--- src/design/thermadc_div.sv ---
// ---------------------------------------------------------------------------
// thermadc_div
// Pipelined restoring divider, one quotient bit per stage, with sideband.
// ---------------------------------------------------------------------------
module thermadc_div #(
  parameter int NUM_W  = 44,
  parameter int DEN_W  = 12,
  parameter int SIDE_W = 1
) (
  input  logic              clk,
  input  logic              rst_n,
  input  logic              en,
  input  logic              in_vld,
  input  logic [NUM_W-1:0]  in_num,
  input  logic [DEN_W-1:0]  in_den,
  input  logic [SIDE_W-1:0] in_side,
  output logic              out_vld,
  output logic [NUM_W-1:0]  out_quo,
  output logic [SIDE_W-1:0] out_side
);

  logic              vld_r  [NUM_W];
  logic [DEN_W-1:0]  rem_r  [NUM_W];
  logic [NUM_W-1:0]  work_r [NUM_W];
  logic [DEN_W-1:0]  den_r  [NUM_W];
  logic [SIDE_W-1:0] side_r [NUM_W];

  genvar i;
  generate
    for (i = 0; i < NUM_W; i++) begin : g_stage
      logic              vld_p;
      logic [DEN_W-1:0]  rem_p;
      logic [NUM_W-1:0]  work_p;
      logic [DEN_W-1:0]  den_p;
      logic [SIDE_W-1:0] side_p;
      logic [DEN_W:0]    shl;
      logic              ge;
      logic [DEN_W-1:0]  rem_nxt;
      logic [NUM_W-1:0]  work_nxt;

      if (i == 0) begin : g_first
        assign vld_p  = in_vld;
        assign rem_p  = '0;
        assign work_p = in_num;
        assign den_p  = in_den;
        assign side_p = in_side;
      end else begin : g_next
        assign vld_p  = vld_r[i-1];
        assign rem_p  = rem_r[i-1];
        assign work_p = work_r[i-1];
        assign den_p  = den_r[i-1];
        assign side_p = side_r[i-1];
      end

      // shift in next numerator bit, trial subtract
      always_comb begin
        shl      = {rem_p, work_p[NUM_W-1]};
        ge       = (shl >= {1'b0, den_p});
        rem_nxt  = ge ? DEN_W'(shl - {1'b0, den_p}) : shl[DEN_W-1:0];
        work_nxt = {work_p[NUM_W-2:0], ge};
      end

      always_ff @(posedge clk) begin
        if (!rst_n) begin
          vld_r[i] <= 1'b0;
        end else if (en) begin
          vld_r[i] <= vld_p;
        end
      end

      always_ff @(posedge clk) begin
        if (en) begin
          rem_r[i]  <= rem_nxt;
          work_r[i] <= work_nxt;
          den_r[i]  <= den_p;
          side_r[i] <= side_p;
        end
      end
    end
  endgenerate

  assign out_vld  = vld_r[NUM_W-1];
  assign out_quo  = work_r[NUM_W-1];
  assign out_side = side_r[NUM_W-1];

endmodule

--- config.mk ---
export PLATFORM = sky130hd
export DESIGN_NAME = thermadc_div
export DESIGN_NICKNAME = d
export VERILOG_FILES = /design/src/design/thermadc_div.sv
export SDC_FILE = /design/constraint.sdc
export NUM_CORES = 2
export LEC_CHECK = 0
export BUFFER_PORTS_ARGS = -buffer_cell sky130_fd_sc_hd__buf_2
export CAP_MARGIN = 5
export CORE_MARGIN = 4
export CORE_UTILIZATION = 64
export DETAILED_ROUTE_END_ITERATION = 6
export GPL_ROUTABILITY_DRIVEN = 0
export PLACE_DENSITY = 0.81
export SKIP_LAST_GASP = 1
export SYNTH_ARGS = -nofsm -noshare
export SYNTH_HDL_FRONTEND = slang
export SYNTH_SLANG_ARGS = --single-unit
--- constraint.sdc ---
create_clock -name clk -period 4.4 [get_ports clk]
set_clock_uncertainty 0.2 [all_clocks]
set_input_delay 0 -clock clk [delete_from_list [all_inputs] [get_ports clk]]
set_output_delay 0 -clock clk [all_outputs]
set_load 0.005 [all_outputs]
### Word level (Yosys, flattened, before mapping)

Memories as Yosys holds them, arrays and structs flattened.
Cells that the tools add are included.

| word-level totals | value |
|---|---|
| bits in registers | 0 |
| RAM bits | 3080 |
| bits of input ports | 61 |
| output and inout bits | 46 |
| word-level logic and storage cells | 230 |
| memories | 5 |

Memories:

| name | words | width | rd ports | clocked after memory_dff | wr ports | line | RTL |
|---|---|---|---|---|---|---|---|
| work_r | 44 | 44 | 44 | 0 | 44 | 24 | `logic [NUM_W-1:0] work_r [NUM_W];` |
| den_r | 44 | 12 | 43 | 0 | 44 | 25 | `logic [DEN_W-1:0] den_r [NUM_W];` |
| rem_r | 44 | 12 | 43 | 0 | 44 | 23 | `logic [DEN_W-1:0] rem_r [NUM_W];` |
| side_r | 44 | 1 | 44 | 0 | 44 | 26 | `logic [SIDE_W-1:0] side_r [NUM_W];` |
| vld_r | 44 | 1 | 44 | 0 | 44 | 22 | `logic vld_r [NUM_W];` |

| cells by class | value |
|---|---|
| add/sub/neg operators | 44 |
| $lt $le $gt $ge | 44 |
| muxes and demuxes | 93 |
| bitwise operators | 44 |

Operators by type and width:

| kind | number |
|---|---|
| greater-or-equal comparator 13 x 12 -> 1 bit | 43 |
| two-way mux 12 bit | 44 |
| subtractor 12 bit | 43 |
| two-way mux 1 bit | 49 |
| OR 1 bit | 44 |
| greater-or-equal comparator 1 x 12 -> 1 bit | 1 |
| subtractor 1 x 12 -> 12 bit | 1 |

### Logic depth before layout (Yosys ltp)

| depth | value |
|---|---|
| depth after elaboration | 4 |
| mapped depth | 10 |

### Worst setup path after synthesis

OpenSTA, ideal clock, no wires.

| timing | value |
|---|---|
| path kind | register to register |
| start point | mem rem_r[10][3] (netlist: rem_r[0][123]) |
| end point | mem rem_r[11][4] (netlist: rem_r[0][136]), data pin |
| library setup time | 0.260 ns |
| arrival time | 2.394 ns |
| required time | 3.940 ns |
| setup slack | 1.547 ns |
| cell stages (with the launch flop) | 10 |
| path through | edfxtp_1 -> ha_1 -> a21o_1 -> a31oi_1 -> o21ai_1 -> o21ai_0 -> a21oi_1 -> a2111oi_4 -> buf_4 -> mux2_2 |

RTL lines:

| item | line |
|---|---|
| start: declaration | 23 |

==> run summary <==
Count leader, synth = edfxtp_1
Number of port buffers = 106
Initial antenna violation count = 0
Share of the yosys chip area belonging to registers = 0.748
Setup violation total in the final timing report = 0
DR vias/cell = 5.67
Largest net degree at the start of global routing = 167
Leak Pwr = 52.3 nW
Synth-to-Final Area Change = 12.2%
Max-slew violation count = 0
Max_slew headroom = 0.291
Final min period = 3.57 ns
Die outline width = 446 um
Share of async-settable or async-resettable flops after synthesis = 0
Unrepaired setup endpoints after global routing = false
Flip-flop and latch count after synthesis = 3,056
Standard-cell rows = 160
DRT Wirelength = 192 mm
Diode insertion count for antenna repair = 0
Antenna Violating Nets Remaining = 0
Final instance area = 138,000 sq um
FILL cells = 11,168
Power Dens Cells = 649 nW/um^2
Layout cells sized above 1 = 0.132
# clock sinks = 3,056
Clock buffer count from CTS = 316
Kind of path behind the tightest hold check = in -> reg
Detailed placement HPWL = 116 mm
Clock Tree Buf Depth = 4
Number of distinct standard cells referenced by the synthesized netlist = 62
Final-layout setup total negative slack = 0 ns
Dpl cells = 9,732
Fin nets = 8,282
Main area contributors after synthesis = edfxtp_1, ha_1, mux2_2
Post-Synthesis Net Count = 7,775
Transition time of the tightest slew-check pin = 1.06 ns
Max Fclk = 0.280 GHz
Number of maximum-capacitance constraint violations = 0
Ys Warns = 0
Footprint of the multi-input gates = 27,900 sq um
Overall track demand over capacity in global routing = 0.195
Gates resized, CTS repair = 0
Average wire per cell in the routed design = 18.5 um
Synthesized instance count = 7,154
Core Area = 190,000 sq um
Total die area = 199,000 sq um
EDFF count, synth = 3,055
Worst-path clk slew = 0.06 ns
Worst EP arrival = 4.00 ns
Number of DRC markers in iteration 0 = 4,207
Yosys top cell by area = edfxtp_1
Latest clock arrival within the worst-skew pair = 0.91 ns
Kind of capture point of the worst setup path = register
CTS H-Tree Depth = 5
Via Count = 59,020
Largest fanout of any net on the critical path = 13
Synthesized area divided by synthesized cell count = 17.1 sq um
Clock tree from TritonCTS = built
Total placed instance area = 127,000 sq um
First-pass iteration count of the detailed router = 6
Worst supply voltage drop on vdd = 0.453 mV
Final global-route overflow total = 0
Top FF cell, synth = edfxtp_1
Fin cells = 10,401
Synth Cell Area = 123,000 sq um
Top cells by instance count after synthesis = edfxtp_1, inv_1, ha_1
Top cell type's share of synthesized area = 0.748
Global-route wire length before repair = 313 mm
Final Cycle Share = 0.812
Type of the worst setup path = reg -> reg
Count of unresolved DRC violations after routing = 0
Required @ worst endpoint = 4.83 ns
Initial Utilization = 0.644
Setup crit start kind = register
Outcome = finished clean
Via count of the first global-routing pass = 61,043
Final hold vios = 0
Number of top-level pins = 107
Sequential cell area in the final layout = 91,800 sq um
Vert. Die Dim = 446 um
Cell chosen for the clock root = clkbuf_16
report_power, final:
group / switching (mW) / internal, mW / leakage, nW / total (mW)
sequential: 2.20 / 37.9 / 29.9 / 40.1
clock: 10.4 / 14.9 / 4.77 / 25.3
combinational: 12.2 / 11.7 / 17.6 / 23.9
sequential cells by signal (all words and copies together) (netlist names):
signal and cells:
work_r 1936, rem_r 516, den_r 516, side_r 44, vld_r 44
logic make-up (layout without fill, tap and decap cells):
kind of cell    Yosys count  after routing  share of synthesized area
fa+ha+maj               560            560                     0.0597
simple gates            896            896                     0.0368
compound gates         1034           1034                     0.0601
xor+xnor                375            375                     0.0268
buf+inv                 743           1479                     0.0239
flops                  3056           3056                      0.748
mux                     490            490                     0.0442
layout by cell type, fill, tap and decap left out, types with 37 or more instances in the layout:
cell and n:
buf_2 105, a21oi_1 289, o21ai_0 124, clkinv_2 45, nor2b_1 110, nor2_1 246
clkbuf_16 323, fa_1 42, nor3_1 38, edfxtp_1 3055, xnor2_1 239, nand3_1 110
inv_1 650, mux2i_1 98, dlygate4sd3_1 122, and3_1 82, a31oi_1 80, nand2_1 167
ha_1 518, mux2_2 385, nand2b_1 51, xor2_1 136, and2_1 37, clkbuf_1 53
clkinv_1 67, a21o_1 304
worst max-delay path, cell delays in order, from the launching register on:
cell and delay, ns:
edfxtp_1 0.41, ha_1 0.40, a21o_1 0.21, a31oi_1 0.18, o21ai_1 0.20, o21ai_0 0.22
a21oi_1 0.12, a2111oi_4 0.94, mux2_2 0.44
through the flow:
stage / setup slack [ns] / power (mW) / hold WS [ns] / util
after CTS: 0.811 / 89.7 / 0.0166 / 0.723
after floorplan: 1.55 / 58.4 / -0.101 / -
after global routing: 0.615 / 93.9 / 0.106 / 0.723
after detailed placement: 0.944 / 63.7 / -0.0219 / 0.665
final: 0.827 / 89.3 / 0.110 / 0.723
after global placement: 0.992 / 62.4 / -0.0241 / 0.665
timing repair:
| action | CTS | global route |
|---|---|---|
| hold endpoints to repair | 2286 | 0 |
| buffers inserted | 0 | 0 |
| hold buffers | 122 | 0 |
path summary, 6_finish.rpt:
check | from | endpoint | slack (ns) | cells past startpoint
hold reg to reg | work_r[1][546]$_DFFE_PP_ | work_r[1][591]$_DFFE_PP_ | 0.17 | 0
setup reg to reg | rem_r[0][183]$_DFFE_PP_ | rem_r[1][4]$_DFFE_PP_ | 0.83 | 8
setup / recovery | rem_r[0][183]$_DFFE_PP_ | rem_r[1][4]$_DFFE_PP_ | 0.83 | 8
hold / removal | rst_n | vld_r[2][8]$_DFFE_PP_ | 0.11 | 3
layer usage:
layer / GRT usage / wire length (um) / share of wire / up-vias
met5: 0 / 0 / 0 / -
met4: 0.0769 / 6950 / 0.036 / 0
met3: 0.0296 / 8230 / 0.043 / 520
met2: 0.341 / 99200 / 0.52 / 1487
met1: 0.246 / 77900 / 0.41 / 28992
li1: - / - / - / 28021
final cells by class:
class | instances | share of cell area
tap | 2511 | 0.0228
clock inverter | 168 | 0.0109
inverter | 650 | 0.0177
clock buffer | 379 | 0.0605
timing repair buffer | 282 | 0.0181
multi-input combinational | 3355 | 0.203
sequential | 3056 | 0.667
Power figures use the tool's default switching activity.
